## config.mk

```make
export PLATFORM = sky130hd
export DESIGN_NAME = ordered_list_engine_flat
export DESIGN_NICKNAME = d
export VERILOG_FILES = /design/src/rtl/core/olst_pkg.sv /design/src/rtl/core/olst_ifs.sv /design/src/rtl/core/ordered_list_engine.sv /design/src/rtl/core/olst_node_mem.sv /design/src/rtl/core/olst_ctrl.sv /design/src/flat_wrapper.sv
export VERILOG_INCLUDE_DIRS = /design/src /design/src/rtl/core
export SDC_FILE = /design/constraint.sdc
export NUM_CORES = 2
export LEC_CHECK = 0
export BUFFER_PORTS_ARGS = -buffer_cell sky130_fd_sc_hd__buf_4
export CAP_MARGIN = 20
export CORE_MARGIN = 4
export CORE_UTILIZATION = 50
export CTS_CLUSTER_DIAMETER = 50
export CTS_CLUSTER_SIZE = 14
export DETAILED_ROUTE_END_ITERATION = 12
export PLACE_DENSITY = 0.73
export SYNTH_ARGS = -nofsm -noshare
export SYNTH_HDL_FRONTEND = slang
export SYNTH_SLANG_ARGS = --single-unit
export TNS_END_PERCENT = 5
```

## constraint.sdc

```tcl
create_clock -name clk -period 7.8 [get_ports clk]
set_input_delay 0.39 -clock clk [delete_from_list [all_inputs] [get_ports clk]]
set_output_delay 0.39 -clock clk [all_outputs]
set_load 0.1 [all_outputs]
```

## src/rtl/core/ordered_list_engine_macros.svh

```systemverilog
// Assertion macros shared by the ordered list engine RTL.
// No dependencies; included by modules that carry assertions.
`ifndef ORDERED_LIST_ENGINE_MACROS_SVH
`define ORDERED_LIST_ENGINE_MACROS_SVH

// same-cycle implication
`define OLST_ASSERT_NOW(label, clk, rst_n, ante, cons) \
	label: assert property (@(posedge clk) disable iff (!rst_n) (ante) |-> (cons)) \
		else $error("ordered list engine: same-cycle check failed");

// next-cycle implication
`define OLST_ASSERT_NEXT(label, clk, rst_n, ante, cons) \
	label: assert property (@(posedge clk) disable iff (!rst_n) (ante) |=> (cons)) \
		else $error("ordered list engine: next-cycle check failed");

`endif

```

## src/rtl/core/olst_pkg.sv

```systemverilog
// Shared types and constants of the ordered list engine.
// No dependencies.
`timescale 1ns / 1ps

package olst_pkg;

	localparam int CAPACITY_DEF   = 64;
	localparam int VALUE_BITS_DEF = 32;

	typedef enum logic [2:0] {
		KIND_APPEND    = 3'd0,
		KIND_HEAD      = 3'd1,
		KIND_INS_AFTER = 3'd2,
		KIND_DELETE    = 3'd3,
		KIND_COUNT     = 3'd4,
		KIND_READOUT   = 3'd5
	} kind_t;

	typedef enum logic [2:0] {
		STAT_OK       = 3'd0,
		STAT_FULL     = 3'd1,
		STAT_POSITION = 3'd2,
		STAT_NOTFOUND = 3'd3,
		STAT_EMPTY    = 3'd4
	} status_t;

	typedef enum logic [2:0] {
		ST_IDLE,
		ST_FREE,
		ST_WALK,
		ST_WR1,
		ST_WR2,
		ST_WR3,
		ST_EMIT
	} state_t;

	// which link fields of a node entry a write touches
	typedef struct packed {
		logic fwd;
		logic bwd;
	} link_mask_t;

endpackage

```

## src/rtl/core/olst_ifs.sv

```systemverilog
// Valid/ready channel interfaces for requests and results.
// Depends on nothing; widths come from the instantiating level.
`timescale 1ns / 1ps

interface olst_req_if #(
	parameter int VALUE_BITS = 32,
	parameter int POS_BITS   = 7
);
	logic                  valid;
	logic                  ready;
	logic [2:0]            kind;
	logic [VALUE_BITS-1:0] value;
	logic [POS_BITS-1:0]   position;

	modport source (output valid, kind, value, position, input ready);
	modport sink   (input valid, kind, value, position, output ready);
endinterface

interface olst_rsp_if #(
	parameter int VALUE_BITS = 32,
	parameter int CNT_BITS   = 7,
	parameter int TOTAL_BITS = 38
);
	logic                  valid;
	logic                  ready;
	logic [2:0]            status;
	logic [CNT_BITS-1:0]   node_count;
	logic [TOTAL_BITS-1:0] total;
	logic [VALUE_BITS-1:0] element;
	logic                  last;

	modport source (output valid, status, node_count, total, element, last, input ready);
	modport sink   (input valid, status, node_count, total, element, last, output ready);
endinterface

```

## src/rtl/core/ordered_list_engine.sv

```systemverilog
// Ordered list engine: one request at a time. Positional insert and delete walk the list,
// reading one linked node per cycle from the node memory, and readout gives one element
// per cycle while the output register is free to take it.
// Results leave through an output register, so the next request is taken while one waits.
// Reset clears head, tail, free list, length and sum at once; no clearing pass.
`timescale 1ns / 1ps

module ordered_list_engine
	import olst_pkg::*;
#(
	parameter int CAPACITY   = CAPACITY_DEF,
	parameter int VALUE_BITS = VALUE_BITS_DEF,
	localparam int IW = $clog2(CAPACITY + 1),
	localparam int TW = VALUE_BITS + $clog2(CAPACITY)
) (
	input  logic  clk,
	input  logic  arst_n,
	olst_req_if.sink   req,
	olst_rsp_if.source rsp
);

	logic                  out_free, emit, res_last;
	status_t               res_stat;
	logic [IW-1:0]         res_count;
	logic [TW-1:0]         res_total;
	logic [VALUE_BITS-1:0] res_elem;
	logic                  ovalid_q;

	olst_ctrl #(.CAPACITY(CAPACITY), .VALUE_BITS(VALUE_BITS)) u_ctrl (
		.clk         (clk),
		.arst_n      (arst_n),
		.req_valid   (req.valid),
		.req_ready   (req.ready),
		.req_kind    (req.kind),
		.req_value   (req.value),
		.req_position(req.position),
		.out_free    (out_free),
		.emit        (emit),
		.res_stat    (res_stat),
		.res_count   (res_count),
		.res_total   (res_total),
		.res_elem    (res_elem),
		.res_last    (res_last)
	);

	assign out_free  = !ovalid_q || rsp.ready;
	assign rsp.valid = ovalid_q;

	always_ff @(posedge clk or negedge arst_n) begin
		if (!arst_n) begin
			ovalid_q <= 1'b0;
		end else if (out_free) begin
			ovalid_q <= emit;
		end
	end

	always_ff @(posedge clk) begin
		if (out_free && emit) begin
			rsp.status     <= res_stat;
			rsp.node_count <= res_count;
			rsp.total      <= res_total;
			rsp.element    <= res_elem;
			rsp.last       <= res_last;
		end
	end

endmodule

```

## src/rtl/core/olst_node_mem.sv

```systemverilog
// Node pool storage: value memory and link memory, registered read.
// Depends on olst_pkg.
`timescale 1ns / 1ps

module olst_node_mem
	import olst_pkg::*;
#(
	parameter int CAPACITY   = CAPACITY_DEF,
	parameter int VALUE_BITS = VALUE_BITS_DEF,
	localparam int AW = $clog2(CAPACITY),
	localparam int IW = $clog2(CAPACITY + 1)
) (
	input  logic                  clk,
	input  logic                  rd_en,
	input  logic [AW-1:0]         rd_addr,
	output logic [VALUE_BITS-1:0] rd_value,
	output logic [IW-1:0]         rd_fwd,
	output logic [IW-1:0]         rd_bwd,
	input  logic                  lw_en,
	input  link_mask_t            lw_mask,
	input  logic [AW-1:0]         lw_addr,
	input  logic [IW-1:0]         lw_fwd,
	input  logic [IW-1:0]         lw_bwd,
	input  logic                  vw_en,
	input  logic [AW-1:0]         vw_addr,
	input  logic [VALUE_BITS-1:0] vw_data
);

	logic [VALUE_BITS-1:0] val_mem  [CAPACITY];
	logic [2*IW-1:0]       link_mem [CAPACITY];

	always_ff @(posedge clk) begin
		if (vw_en) begin
			val_mem[vw_addr] <= vw_data;
		end
		if (lw_en && lw_mask.fwd) begin
			link_mem[lw_addr][2*IW-1:IW] <= lw_fwd;
		end
		if (lw_en && lw_mask.bwd) begin
			link_mem[lw_addr][IW-1:0] <= lw_bwd;
		end
	end

	always_ff @(posedge clk) begin
		if (rd_en) begin
			rd_value <= val_mem[rd_addr];
			rd_fwd   <= link_mem[rd_addr][2*IW-1:IW];
			rd_bwd   <= link_mem[rd_addr][IW-1:0];
		end
	end

endmodule

```

## src/rtl/core/olst_ctrl.sv

```systemverilog
// List sequencer: decodes a request, walks the links through the node memory
// and writes them back. Depends on olst_pkg, olst_node_mem and the macros.
`timescale 1ns / 1ps
`include "ordered_list_engine_macros.svh"

module olst_ctrl
	import olst_pkg::*;
#(
	parameter int CAPACITY   = CAPACITY_DEF,
	parameter int VALUE_BITS = VALUE_BITS_DEF,
	localparam int AW = $clog2(CAPACITY),
	localparam int IW = $clog2(CAPACITY + 1),
	localparam int TW = VALUE_BITS + $clog2(CAPACITY)
) (
	input  logic                  clk,
	input  logic                  arst_n,
	input  logic                  req_valid,
	output logic                  req_ready,
	input  logic [2:0]            req_kind,
	input  logic [VALUE_BITS-1:0] req_value,
	input  logic [IW-1:0]         req_position,
	input  logic                  out_free,
	output logic                  emit,
	output status_t               res_stat,
	output logic [IW-1:0]         res_count,
	output logic [TW-1:0]         res_total,
	output logic [VALUE_BITS-1:0] res_elem,
	output logic                  res_last
);

	localparam logic [IW-1:0] NIL = IW'(CAPACITY);
	localparam logic [IW-1:0] LAST_K = IW'(CAPACITY - 1);

	state_t state_q, state_d;

	logic [IW-1:0]         head_q, tail_q, fhead_q, fresh_q, len_q;
	logic [TW-1:0]         sum_q;
	kind_t                 kind_q;
	logic [VALUE_BITS-1:0] val_q;
	logic [IW-1:0]         pos_q, cur_q, nx_q, p_q, cnt_q, new_q, nfree_q;
	status_t               stat_q;

	logic                  rd_en;
	logic [IW-1:0]         rd_idx;
	logic [VALUE_BITS-1:0] rd_value;
	logic [IW-1:0]         rd_fwd, rd_bwd;
	logic                  lw_en, vw_en;
	link_mask_t            lw_mask;
	logic [IW-1:0]         lw_idx, lw_fwd, lw_bwd;

	logic          accept, full, fresh_alloc, pos_bad, hit, walk_end, fin, is_ins;
	logic [IW-1:0] posn;
	kind_t         req_k;

	olst_node_mem #(.CAPACITY(CAPACITY), .VALUE_BITS(VALUE_BITS)) u_mem (
		.clk     (clk),
		.rd_en   (rd_en),
		.rd_addr (rd_idx[AW-1:0]),
		.rd_value(rd_value),
		.rd_fwd  (rd_fwd),
		.rd_bwd  (rd_bwd),
		.lw_en   (lw_en),
		.lw_mask (lw_mask),
		.lw_addr (lw_idx[AW-1:0]),
		.lw_fwd  (lw_fwd),
		.lw_bwd  (lw_bwd),
		.vw_en   (vw_en),
		.vw_addr (new_q[AW-1:0]),
		.vw_data (val_q)
	);

	assign req_ready   = (state_q == ST_IDLE);
	assign accept      = req_valid && req_ready;
	assign req_k       = kind_t'(req_kind);
	assign full        = (len_q == NIL);
	// free list is the recycled stack, then the never-used nodes from fresh_q up
	assign fresh_alloc = (fhead_q == fresh_q);
	assign posn        = (req_position == '0) ? IW'(1) : req_position;
	assign pos_bad     = (posn > len_q) || (head_q == NIL);
	assign hit         = (rd_value == val_q);
	assign walk_end    = (rd_fwd == NIL) || (cnt_q == LAST_K);
	assign fin         = walk_end;
	assign is_ins      = (kind_q == KIND_APPEND) || (kind_q == KIND_HEAD)
		|| (kind_q == KIND_INS_AFTER);

	assign res_count = len_q;
	assign res_total = sum_q;

	// next state
	always_comb begin
		state_d = state_q;
		case (state_q)
			ST_IDLE: begin
				if (accept) begin
					case (req_k)
						KIND_APPEND, KIND_HEAD: begin
							if (full) state_d = ST_EMIT;
							else if (!fresh_alloc) state_d = ST_FREE;
							else state_d = ST_WR1;
						end
						KIND_INS_AFTER: begin
							if (full || pos_bad) state_d = ST_EMIT;
							else if (!fresh_alloc) state_d = ST_FREE;
							else state_d = ST_WALK;
						end
						KIND_DELETE, KIND_READOUT: begin
							state_d = (head_q == NIL) ? ST_EMIT : ST_WALK;
						end
						default: state_d = ST_EMIT;
					endcase
				end
			end
			ST_FREE: state_d = (kind_q == KIND_INS_AFTER) ? ST_WALK : ST_WR1;
			ST_WALK: begin
				case (kind_q)
					KIND_INS_AFTER: if (cnt_q == pos_q) state_d = ST_WR1;
					KIND_DELETE: begin
						if (hit) state_d = ST_WR1;
						else if (walk_end) state_d = ST_EMIT;
					end
					default: if (out_free && fin) state_d = ST_IDLE;
				endcase
			end
			ST_WR1: state_d = ST_WR2;
			ST_WR2: begin
				state_d = (kind_q == KIND_APPEND || kind_q == KIND_HEAD) ? ST_EMIT : ST_WR3;
			end
			ST_WR3: state_d = ST_EMIT;
			ST_EMIT: if (out_free) state_d = ST_IDLE;
			default: state_d = ST_IDLE;
		endcase
	end

	// memory and result strobes
	always_comb begin
		rd_en    = 1'b0;
		rd_idx   = head_q;
		lw_en    = 1'b0;
		lw_mask  = '{fwd: 1'b1, bwd: 1'b1};
		lw_idx   = new_q;
		lw_fwd   = NIL;
		lw_bwd   = NIL;
		vw_en    = 1'b0;
		emit     = 1'b0;
		res_stat = stat_q;
		res_elem = '0;
		res_last = 1'b1;
		case (state_q)
			ST_IDLE: begin
				if (accept) begin
					case (req_k)
						KIND_APPEND, KIND_HEAD: begin
							if (!full && !fresh_alloc) begin
								rd_en  = 1'b1;
								rd_idx = fhead_q;
							end
						end
						KIND_INS_AFTER: begin
							if (!full && !pos_bad) begin
								rd_en  = 1'b1;
								rd_idx = fresh_alloc ? head_q : fhead_q;
							end
						end
						KIND_DELETE, KIND_READOUT: rd_en = (head_q != NIL);
						default: rd_en = 1'b0;
					endcase
				end
			end
			ST_FREE: rd_en = (kind_q == KIND_INS_AFTER);
			ST_WALK: begin
				rd_idx = rd_fwd;
				case (kind_q)
					KIND_INS_AFTER: rd_en = (cnt_q != pos_q);
					KIND_DELETE:    rd_en = !hit && !walk_end;
					default: begin
						if (out_free) begin
							emit     = 1'b1;
							res_stat = STAT_OK;
							res_elem = rd_value;
							res_last = fin;
							rd_en    = !fin;
						end
					end
				endcase
			end
			ST_WR1: begin
				if (kind_q == KIND_DELETE) begin
					// predecessor takes over the forward link
					lw_en   = (p_q != NIL);
					lw_idx  = p_q;
					lw_mask = '{fwd: 1'b1, bwd: 1'b0};
					lw_fwd  = nx_q;
				end else begin
					vw_en = 1'b1;
					lw_en = 1'b1;
					case (kind_q)
						KIND_APPEND: begin
							lw_fwd = NIL;
							lw_bwd = tail_q;
						end
						KIND_HEAD: begin
							lw_fwd = head_q;
							lw_bwd = NIL;
						end
						default: begin
							lw_fwd = nx_q;
							lw_bwd = cur_q;
						end
					endcase
				end
			end
			ST_WR2: begin
				case (kind_q)
					KIND_APPEND: begin
						lw_en   = (tail_q != NIL);
						lw_idx  = tail_q;
						lw_mask = '{fwd: 1'b1, bwd: 1'b0};
						lw_fwd  = new_q;
					end
					KIND_HEAD: begin
						lw_en   = (head_q != NIL);
						lw_idx  = head_q;
						lw_mask = '{fwd: 1'b0, bwd: 1'b1};
						lw_bwd  = new_q;
					end
					KIND_INS_AFTER: begin
						lw_en   = (nx_q != NIL);
						lw_idx  = nx_q;
						lw_mask = '{fwd: 1'b0, bwd: 1'b1};
						lw_bwd  = new_q;
					end
					default: begin
						lw_en   = (nx_q != NIL);
						lw_idx  = nx_q;
						lw_mask = '{fwd: 1'b0, bwd: 1'b1};
						lw_bwd  = p_q;
					end
				endcase
			end
			ST_WR3: begin
				lw_en   = 1'b1;
				lw_idx  = cur_q;
				lw_mask = '{fwd: 1'b1, bwd: 1'b0};
				lw_fwd  = (kind_q == KIND_DELETE) ? fhead_q : new_q;
			end
			ST_EMIT: emit = out_free;
			default: emit = 1'b0;
		endcase
	end

	always_ff @(posedge clk or negedge arst_n) begin
		if (!arst_n) begin
			state_q <= ST_IDLE;
			head_q  <= NIL;
			tail_q  <= NIL;
			fhead_q <= '0;
			fresh_q <= '0;
			len_q   <= '0;
			sum_q   <= '0;
		end else begin
			state_q <= state_d;
			if (state_q == ST_IDLE && accept && !full && fresh_alloc
				&& (req_k == KIND_APPEND || req_k == KIND_HEAD
				|| (req_k == KIND_INS_AFTER && !pos_bad))) begin
				fresh_q <= fresh_q + IW'(1);
			end
			if (state_q == ST_WALK && kind_q == KIND_DELETE && hit) begin
				sum_q <= sum_q - {{(TW-VALUE_BITS){rd_value[VALUE_BITS-1]}}, rd_value};
				len_q <= len_q - IW'(1);
			end
			case (state_q)
				ST_WR1: begin
					if (kind_q == KIND_DELETE) begin
						if (p_q == NIL) head_q <= nx_q;
					end else begin
						fhead_q <= nfree_q;
						len_q   <= len_q + IW'(1);
						sum_q   <= sum_q + {{(TW-VALUE_BITS){val_q[VALUE_BITS-1]}}, val_q};
					end
				end
				ST_WR2: begin
					case (kind_q)
						KIND_APPEND: begin
							tail_q <= new_q;
							if (tail_q == NIL) head_q <= new_q;
						end
						KIND_HEAD: begin
							head_q <= new_q;
							if (head_q == NIL) tail_q <= new_q;
						end
						KIND_INS_AFTER: if (nx_q == NIL) tail_q <= new_q;
						default: if (nx_q == NIL) tail_q <= p_q;
					endcase
				end
				ST_WR3: if (kind_q == KIND_DELETE) fhead_q <= cur_q;
				default: ;
			endcase
		end
	end

	// request context and walk registers
	always_ff @(posedge clk) begin
		if (rd_en) begin
			cur_q <= rd_idx;
		end
		case (state_q)
			ST_IDLE: begin
				if (accept) begin
					kind_q  <= req_k;
					val_q   <= req_value;
					pos_q   <= posn;
					new_q   <= fhead_q;
					nfree_q <= fresh_q + IW'(1);
					cnt_q   <= (req_k == KIND_INS_AFTER) ? IW'(1) : '0;
					case (req_k)
						KIND_APPEND, KIND_HEAD: stat_q <= full ? STAT_FULL : STAT_OK;
						KIND_INS_AFTER: begin
							if (full) stat_q <= STAT_FULL;
							else if (pos_bad) stat_q <= STAT_POSITION;
							else stat_q <= STAT_OK;
						end
						KIND_DELETE, KIND_READOUT: begin
							stat_q <= (head_q == NIL) ? STAT_EMPTY : STAT_OK;
						end
						default: stat_q <= STAT_OK;
					endcase
				end
			end
			ST_FREE: nfree_q <= rd_fwd;
			ST_WALK: begin
				if (rd_en) cnt_q <= cnt_q + IW'(1);
				if (kind_q == KIND_INS_AFTER && cnt_q == pos_q) nx_q <= rd_fwd;
				if (kind_q == KIND_DELETE) begin
					if (hit) begin
						p_q  <= rd_bwd;
						nx_q <= rd_fwd;
					end else if (walk_end) begin
						stat_q <= STAT_NOTFOUND;
					end
				end
			end
			default: ;
		endcase
	end

	`OLST_ASSERT_NOW(a_emit_free, clk, arst_n, emit, out_free)
	`OLST_ASSERT_NOW(a_empty_head, clk, arst_n, state_q == ST_IDLE, (head_q == NIL) == (len_q == '0))
	`OLST_ASSERT_NEXT(a_ins_grows, clk, arst_n, state_q == ST_WR1 && is_ins, len_q == $past(len_q) + IW'(1))
	`OLST_ASSERT_NOW(a_read_no_write, clk, arst_n, rd_en, !lw_en && !vw_en)

endmodule
```

## src/flat_wrapper.sv

```systemverilog
// flat-port wrapper written by rule: the top's interface ports become plain ports
module ordered_list_engine_flat import olst_pkg::*;
#(
	parameter int CAPACITY   = CAPACITY_DEF,
	parameter int VALUE_BITS = VALUE_BITS_DEF,
	localparam int IW = $clog2(CAPACITY + 1),
	localparam int TW = VALUE_BITS + $clog2(CAPACITY)
)
  (clk, arst_n, req_valid, req_kind, req_value, req_position, req_ready, rsp_valid, rsp_status, rsp_node_count, rsp_total, rsp_element, rsp_last, rsp_ready);
  olst_req_if #(.VALUE_BITS(VALUE_BITS)) req_i ();
  olst_rsp_if #(.VALUE_BITS(VALUE_BITS)) rsp_i ();
  input  logic clk;
  input  logic arst_n;
  input wire logic [$bits(req_i.valid)-1:0] req_valid;
  input wire logic [$bits(req_i.kind)-1:0] req_kind;
  input wire logic [$bits(req_i.value)-1:0] req_value;
  input wire logic [$bits(req_i.position)-1:0] req_position;
  output wire logic [$bits(req_i.ready)-1:0] req_ready;
  output wire logic [$bits(rsp_i.valid)-1:0] rsp_valid;
  output wire logic [$bits(rsp_i.status)-1:0] rsp_status;
  output wire logic [$bits(rsp_i.node_count)-1:0] rsp_node_count;
  output wire logic [$bits(rsp_i.total)-1:0] rsp_total;
  output wire logic [$bits(rsp_i.element)-1:0] rsp_element;
  output wire logic [$bits(rsp_i.last)-1:0] rsp_last;
  input wire logic [$bits(rsp_i.ready)-1:0] rsp_ready;
  assign req_i.valid = req_valid;
  assign req_i.kind = req_kind;
  assign req_i.value = req_value;
  assign req_i.position = req_position;
  assign req_ready = req_i.ready;
  assign rsp_valid = rsp_i.valid;
  assign rsp_status = rsp_i.status;
  assign rsp_node_count = rsp_i.node_count;
  assign rsp_total = rsp_i.total;
  assign rsp_element = rsp_i.element;
  assign rsp_last = rsp_i.last;
  assign rsp_i.ready = rsp_ready;
  ordered_list_engine #(.CAPACITY(CAPACITY), .VALUE_BITS(VALUE_BITS)) u_core (.clk(clk), .arst_n(arst_n), .req(req_i), .rsp(rsp_i));
endmodule
```

[Yosys cells after proc, flatten, opt, wreduce, memory -nomap -nowiden]
Memory sizes are Yosys's and may differ from the RTL's. A register that Yosys moved wholly into a read port is not among the register bits.
Cells that the tools add are included.
Cells by class
  add/subtract/negate cells: 6
  $lt $le $gt $ge: 1
  equal/unequal tests: 45
  mux-type cells: 99
  bitwise gates (word level): 2
  reduce and logical (&&, ||, !) cells: 52
Operator list (number)
  two-way mux 7 bit: 26
  one-hot mux 7 bit (2 select lines): 11
  two-way mux 38 bit: 3
  two-way mux 3 bit: 17
  equality test 7 bit (second input constant): 6
  one-hot mux 7 bit (3 select lines): 2
  adder 38 bit: 1
  subtractor 38 bit: 1
  equality test 32 bit: 1
  != test 7 bit (second input constant): 4
  adder 7 x 1 -> 7 bit (second input constant): 3
  one-hot mux 3 bit (7 select lines): 1
  two-way mux 1 bit: 19
  equality test 3 x 2 -> 1 bit (second input constant): 6
  one-hot mux 3 bit (3 select lines): 2
  one-hot mux 6 bit (3 select lines): 1
  logical AND 1 bit: 16
  AND reduction 5 bit: 3
  equality test 7 bit: 2
  != test 2 bit (second input constant): 7
  equality test 3 bit (second input constant): 4
  two-way mux 2 bit: 6
  one-hot mux 3 bit (2 select lines): 2
  one-hot mux 6 bit (2 select lines): 1
  other kinds (26): 60
Storage, ports and cells
  register bits: 245
  RAM bits: 2944
  output and inout port bits: 83
  word-level logic and storage cells: 230
  memories: 2
Memory list
  u_core.u_ctrl.u_mem.val_mem: depth 64, width 32, read ports 1, clocked after memory_dff 1, write ports 1, line olst_node_mem.sv:29  | logic [VALUE_BITS-1:0] val_mem [CAPACITY];
  u_core.u_ctrl.u_mem.link_mem: depth 64, width 14, read ports 1, clocked after memory_dff 1, write ports 1, line olst_node_mem.sv:30  | logic [2*IW-1:0] link_mem [CAPACITY];

[Depth between registers and ports, before layout]
  depth after elaboration: 12
  depth in mapped cells: 20

[Modules after synthesis]
Synthesis repeated with hierarchy kept, for this count alone.
Second synthesis, totals
  cell total of the unflattened synthesis: 6504
  area total of the unflattened synthesis: 128677.2 um^2
By module, submodules not included
  olst_node_mem: times used 1, cells an instance 4952, area each 113636.5 um^2, sequential area each 89786.1 um^2
  olst_ctrl: times used 1, cells an instance 1467, area each 12554.5 um^2, sequential area each 4516.8 um^2
  ordered_list_engine: times used 1, cells an instance 85, area each 2486.1 um^2, sequential area each 2457.4 um^2

[Worst setup path before layout]
Ideal clock, no wire load.
  path type: register to register
  start point: register u_core.ovalid_q (netlist: u_core.rsp.valid)
  end point: register u_core.rsp.element[0], enable pin
  setup time: 0.521 ns
  arrival: 4.783 ns
  data required time: 7.279 ns
  path slack: 2.495 ns
  cell stages (with the launch flop): 5
  path buffers: 2
  cell sequence: dfrtp_1 > nor2b_1 > clkbuf_1 > clkbuf_1 > nor2_1
On the way
  cells in the longest elaborated chain, start to end: 6
Ends and longest elaborated chain
  start, declared: line ordered_list_engine.sv:27  | logic ovalid_q;
  start signal, assigned: line ordered_list_engine.sv:53  | ovalid_q <= emit;
  logical NOT 1 bit (*): line ordered_list_engine.sv:46  | assign out_free = !ovalid_q || rsp.ready;
  logical OR 1 bit (*): line ordered_list_engine.sv:46
  two-way mux 1 bit: line olst_ctrl.sv:176  | if (out_free) begin
  two-way mux 1 bit: line olst_ctrl.sv:172  | case (kind_q)
  one-hot mux 1 bit (2 select lines): line olst_ctrl.sv:148  | case (state_q)
  logical AND 1 bit (*): line ordered_list_engine.sv:58  | if (out_free && emit) begin
  end signal, assigned: line ordered_list_engine.sv:62  | rsp.element <= res_elem;
  end, declared: line olst_ifs.sv:32  | modport source (output valid, status, node_count, total, element, last, input ready);
Every way passes the cells marked *; elsewhere a longest branch is shown, timed or not.
A chain may end at the register's enable or synchronous reset.

[Final worst setup path]
  start point: register u_core.u_ctrl.len_q[4] (netlist: u_core.u_ctrl.res_count[4])
  end point: register u_core.u_ctrl.u_mem.rd_value[3] (read register of u_core.u_ctrl.u_mem.val_mem), data pin
On the way
  cells in the longest elaborated chain, start to end: 8
  elaborated cells on any way between the ends: 17
  those cells by class: order compare (1); eq/ne (1); mux (10); reduce/logical (5)
Ends and longest elaborated chain
  start, declared: line olst_ctrl.sv:36  | logic [IW-1:0] head_q, tail_q, fhead_q, fresh_q, len_q;
  start signal, assigned: line olst_ctrl.sv:269  | len_q <= len_q - IW'(1);
  start signal, assigned: line olst_ctrl.sv:277  | len_q <= len_q + IW'(1);
  greater-than comparator 7 bit: line olst_ctrl.sv:79  | assign pos_bad = (posn > len_q) || (head_q == NIL);
  logical OR 1 bit: line olst_ctrl.sv:79
  logical NOT 1 bit: line olst_ctrl.sv:159  | if (!full && !pos_bad) begin
  logical AND 1 bit: line olst_ctrl.sv:159
  two-way mux 1 bit or two-way mux 7 bit (tied branches): line olst_ctrl.sv:159
  one-hot mux 1 bit (3 select lines) or one-hot mux 7 bit (2 select lines) (tied branches): line olst_ctrl.sv:151  | case (req_k)
  two-way mux 1 bit or two-way mux 7 bit (tied branches): line olst_ctrl.sv:150  | if (accept) begin
  one-hot mux 1 bit (3 select lines) or one-hot mux 7 bit (2 select lines) (tied branches): line olst_ctrl.sv:148
  end, declared: line olst_node_mem.sv:16  | output logic [VALUE_BITS-1:0] rd_value,
Parallel ways exist; a longest one is shown, timed or not.

==> flow_summary.ini <==
[outcome]
status = complete, no violations

[timing]
min_period_ns = 6.46
rsz0062_at_grt = no
hold_viol_final = 0
tightestPinTransition_ns = 1.19
tns_ns = 0
setup_violations = 0
post-route-period-util_pct = 82.8
fin_skew_ns = 0.0441
fmax_mhz = 155
setup_ws_ns = 1.34
maxSlewHeadroom_pct = 20.8
maxSlewViolCount = 0
timing.hold.ws_ns = 0.190

[cells_and_area]
final_nets = 8623
multi_input_area_um2 = 31500
fin_area_um2 = 144000
drive_gt1_share_pct = 13.2
final_util_pct = 55.9
area_growth_pct = 10.8
register_area_um2 = 96800
fill_cells = 19300
fin_cells = 11900

[floorplanning]
rows = 186
coreArea_um2 = 258000
die_area_um2 = 268000
io_pins = 129
initial_utilization_pct = 50.4
die_h_um = 518
die_x_um = 518

[worst_setup_path]
cp-start-kind = flip-flop
crit_arrival_ns = 7.27
cp_max_fo = 119
criticalPathCategory = reg -> reg
cp-end-kind = flip-flop
required_ns = 8.61

[drt]
vias_per_cell = 6.61
wirelength_um = 369000
wire_per_inst_um = 30.9
first_pass_iters = 8
drc = 0
vias = 78900
antenna_left = 0
first_iter_violations = 13600

[power_and_ir_drop]
p_leak_nw = 47.2
p_per_area_nw_per_um2 = 456
total_power_mw = 65.7
peakVddDrop_mv = 0.554

[job]
drv_cap = 0

[cts]
h-tree-depth = 5
cts-root-buf = clkbuf_16
cts.clk_slew.worst_paths_ns = 0.07
cts_tree = done
clock_latency_ns = 0.95
numCtsBuffers = 291
clock_path_buffers = 4
post_cts_buffers = 0
cts.sinks = 3235

[place]
dp_hpwl_um = 216000
dp_slack_ns = 1.52
io_buffers = 128
place_area_um2 = 136000
place_inst = 11500
gp_congestion = 0.913

[synthesis]
async_flop_share_pct = 2.38
syn_inst = 8285
synthesis.nets = 8418
ys_ff_latch = 3235
syn_area_per_cell_um2 = 15.7
synth_area_um2 = 130000
ys.flop_type = edfxtp_1
yosysUniqueCellTypes = 86
yosysWarnings = 0
synth.yosys.seq_area_share_pct = 74.4
synth_edf_count = 3158

[min_path]
hold_class = in -> reg

[global_route]
grt_max_degree = 145
busiest_layer = met2
first_global_vias = 76200
grt_antenna_before_repair = 22
overflow = 0
track_usage_pct = 26.8
use_met3_pct = 7.30
grt_pass1_wl_um = 531000
use_met2_pct = 40.5
grt_util_met1_pct = 37.3
==> path summary, 6_finish.rpt <==
kind,from,to,slack (ns),cells past startpoint
min in group asynchronous,arst_n,u_core.u_ctrl.res_total[21],0.47,4
max in group asynchronous,arst_n,u_core.u_ctrl.head_q[3],6.49,4
hold / removal,req_value[2],u_core.u_ctrl.val_q[2],0.19,2
setup / recovery,u_core.u_ctrl.res_count[4],u_core.u_ctrl.u_mem.rd_value[3],1.34,15
setup reg to reg,u_core.u_ctrl.res_count[4],u_core.u_ctrl.u_mem.rd_value[3],1.34,15
hold reg to reg,u_core.u_ctrl.res_total[37],u_core.u_ctrl.res_total[37],0.46,1
==> cell usage after synthesis (12+ instances only) <==
| cell type | n | area [um2] |
|---|---|---|
| edfxtp_1 | 3158 | 94800 |
| nand2_1 | 1353 | 5080 |
| a21oi_1 | 520 | 2600 |
| nor2_1 | 320 | 1200 |
| mux4_2 | 308 | 6940 |
| nand3_1 | 290 | 1450 |
| o21ai_0 | 243 | 1220 |
| mux2i_1 | 233 | 2330 |
| clkbuf_1 | 226 | 848 |
| buf_2 | 168 | 841 |
| a32oi_1 | 160 | 1400 |
| a221oi_1 | 126 | 1100 |
| and3_1 | 90 | 563 |
| ha_1 | 85 | 1060 |
| xnor2_1 | 77 | 674 |
| dfrtp_1 | 75 | 1880 |
| a31oi_1 | 67 | 419 |
| inv_1 | 65 | 244 |
| nor4_1 | 57 | 357 |
| o22ai_1 | 54 | 338 |
| xor2_1 | 49 | 429 |
| buf_4 | 43 | 323 |
| nor3_1 | 42 | 210 |
| a21o_1 | 35 | 263 |
| a22o_1 | 35 | 307 |
| buf_1 | 31 | 116 |
| nand4_1 | 31 | 194 |
| a211oi_1 | 30 | 225 |
| a311oi_1 | 28 | 245 |
| nor2b_1 | 22 | 138 |
| o211ai_1 | 19 | 143 |
| nand2b_1 | 18 | 113 |
| o21ai_1 | 15 | 75.1 |
| and2_1 | 14 | 87.6 |
| buf_6 | 14 | 158 |
| or3_1 | 14 | 87.6 |
| a221o_1 | 12 | 120 |
| o21a_1 | 12 | 90.1 |
==> worst max-delay path: stages, from the launching register on <==
cell	delay, ns
dfrtp_1	0.44
inv_1	0.12
ha_1	0.32
a211oi_1	0.33
o21bai_1	0.15
o21ba_2	0.26
or4_1	0.62
a221o_4	0.73
inv_16	0.55
nor2_4	0.15
buf_4	0.30
buf_4	0.32
a32oi_1	0.28
o21ai_0	0.15
a221oi_1	1.04
and3_1	0.31
==> flip-flops by register name, summed over array words and instances, names as in the netlist, 32 cells and up <==
register / cells
u_core.u_ctrl.u_mem.link_mem: 896
u_core.u_ctrl.u_mem.val_mem: 2048
u_core.rsp.total: 38
u_core.u_ctrl.u_mem.rd_value: 32
u_core.u_ctrl.val_q: 32
u_core.rsp.element: 32
u_core.u_ctrl.res_total: 38
==> placed cells by master (no fill, tap or decap), types with 21 or more instances in the layout <==
master	n
a21o_1	35
buf_4	326
mux2i_1	233
clkbuf_16	298
nor3_1	40
edfxtp_1	3158
and3_1	90
xor2_1	49
nor4_1	57
inv_1	65
dlygate4sd3_1	46
nand3_1	288
nor2_4	72
a22o_1	35
clkbuf_1	21
nor2_1	248
a221oi_1	126
a32oi_1	160
ha_1	85
o21ai_0	242
a211oi_1	28
nand4_1	31
a311oi_1	28
xnor2_1	77
a31oi_1	67
buf_12	21
o22ai_1	48
dfrtp_1	75
mux4_2	308
a21oi_1	519
nand2_1	1349
==> report_power, final <==
| group | internal (mW) | switching (mW) | total, mW |
|---|---|---|---|
| clock | 7.07 | 5.92 | 13.0 |
| combinational | 9.71 | 21.2 | 31.0 |
| sequential | 20.8 | 0.950 | 21.8 |
| total | 37.6 | 28.1 | 65.7 |
==> area by class of cell <==
class	instances	area share (%)
inverters	72	0.208
well taps	3384	2.94
multi-input cells	4496	21.8
repair buffers	394	2.32
clock inverters	34	0.285
diodes	9	0.0156
clock buffers	320	5.24
flip-flops and latches	3235	67.2
==> routing by layer <==
metal  share of wire [%]  vias to the layer above
li1                    -                    32500
met1                  36                    39600
met2                  45                     6045
met3                  14                      827
met4                 4.4                        8
met5               0.012                        -
==> cells by family after synthesis <==
group | synth area share [%]
AOI/OAI and AO/OA | 7.16
xor gates and xnor gates | 0.849
DFF | 74.4
buffers and inverters | 1.97
adders and majority gates | 0.849
and+or+nand+nor | 7.53
muxes | 7.21
==> repair_timing <==
item	CTS	global route
endpoints found under the hold margin	112	0
gates resized for setup	0	0
hold buffers	47	0
Power figures use the tool's default switching activity.
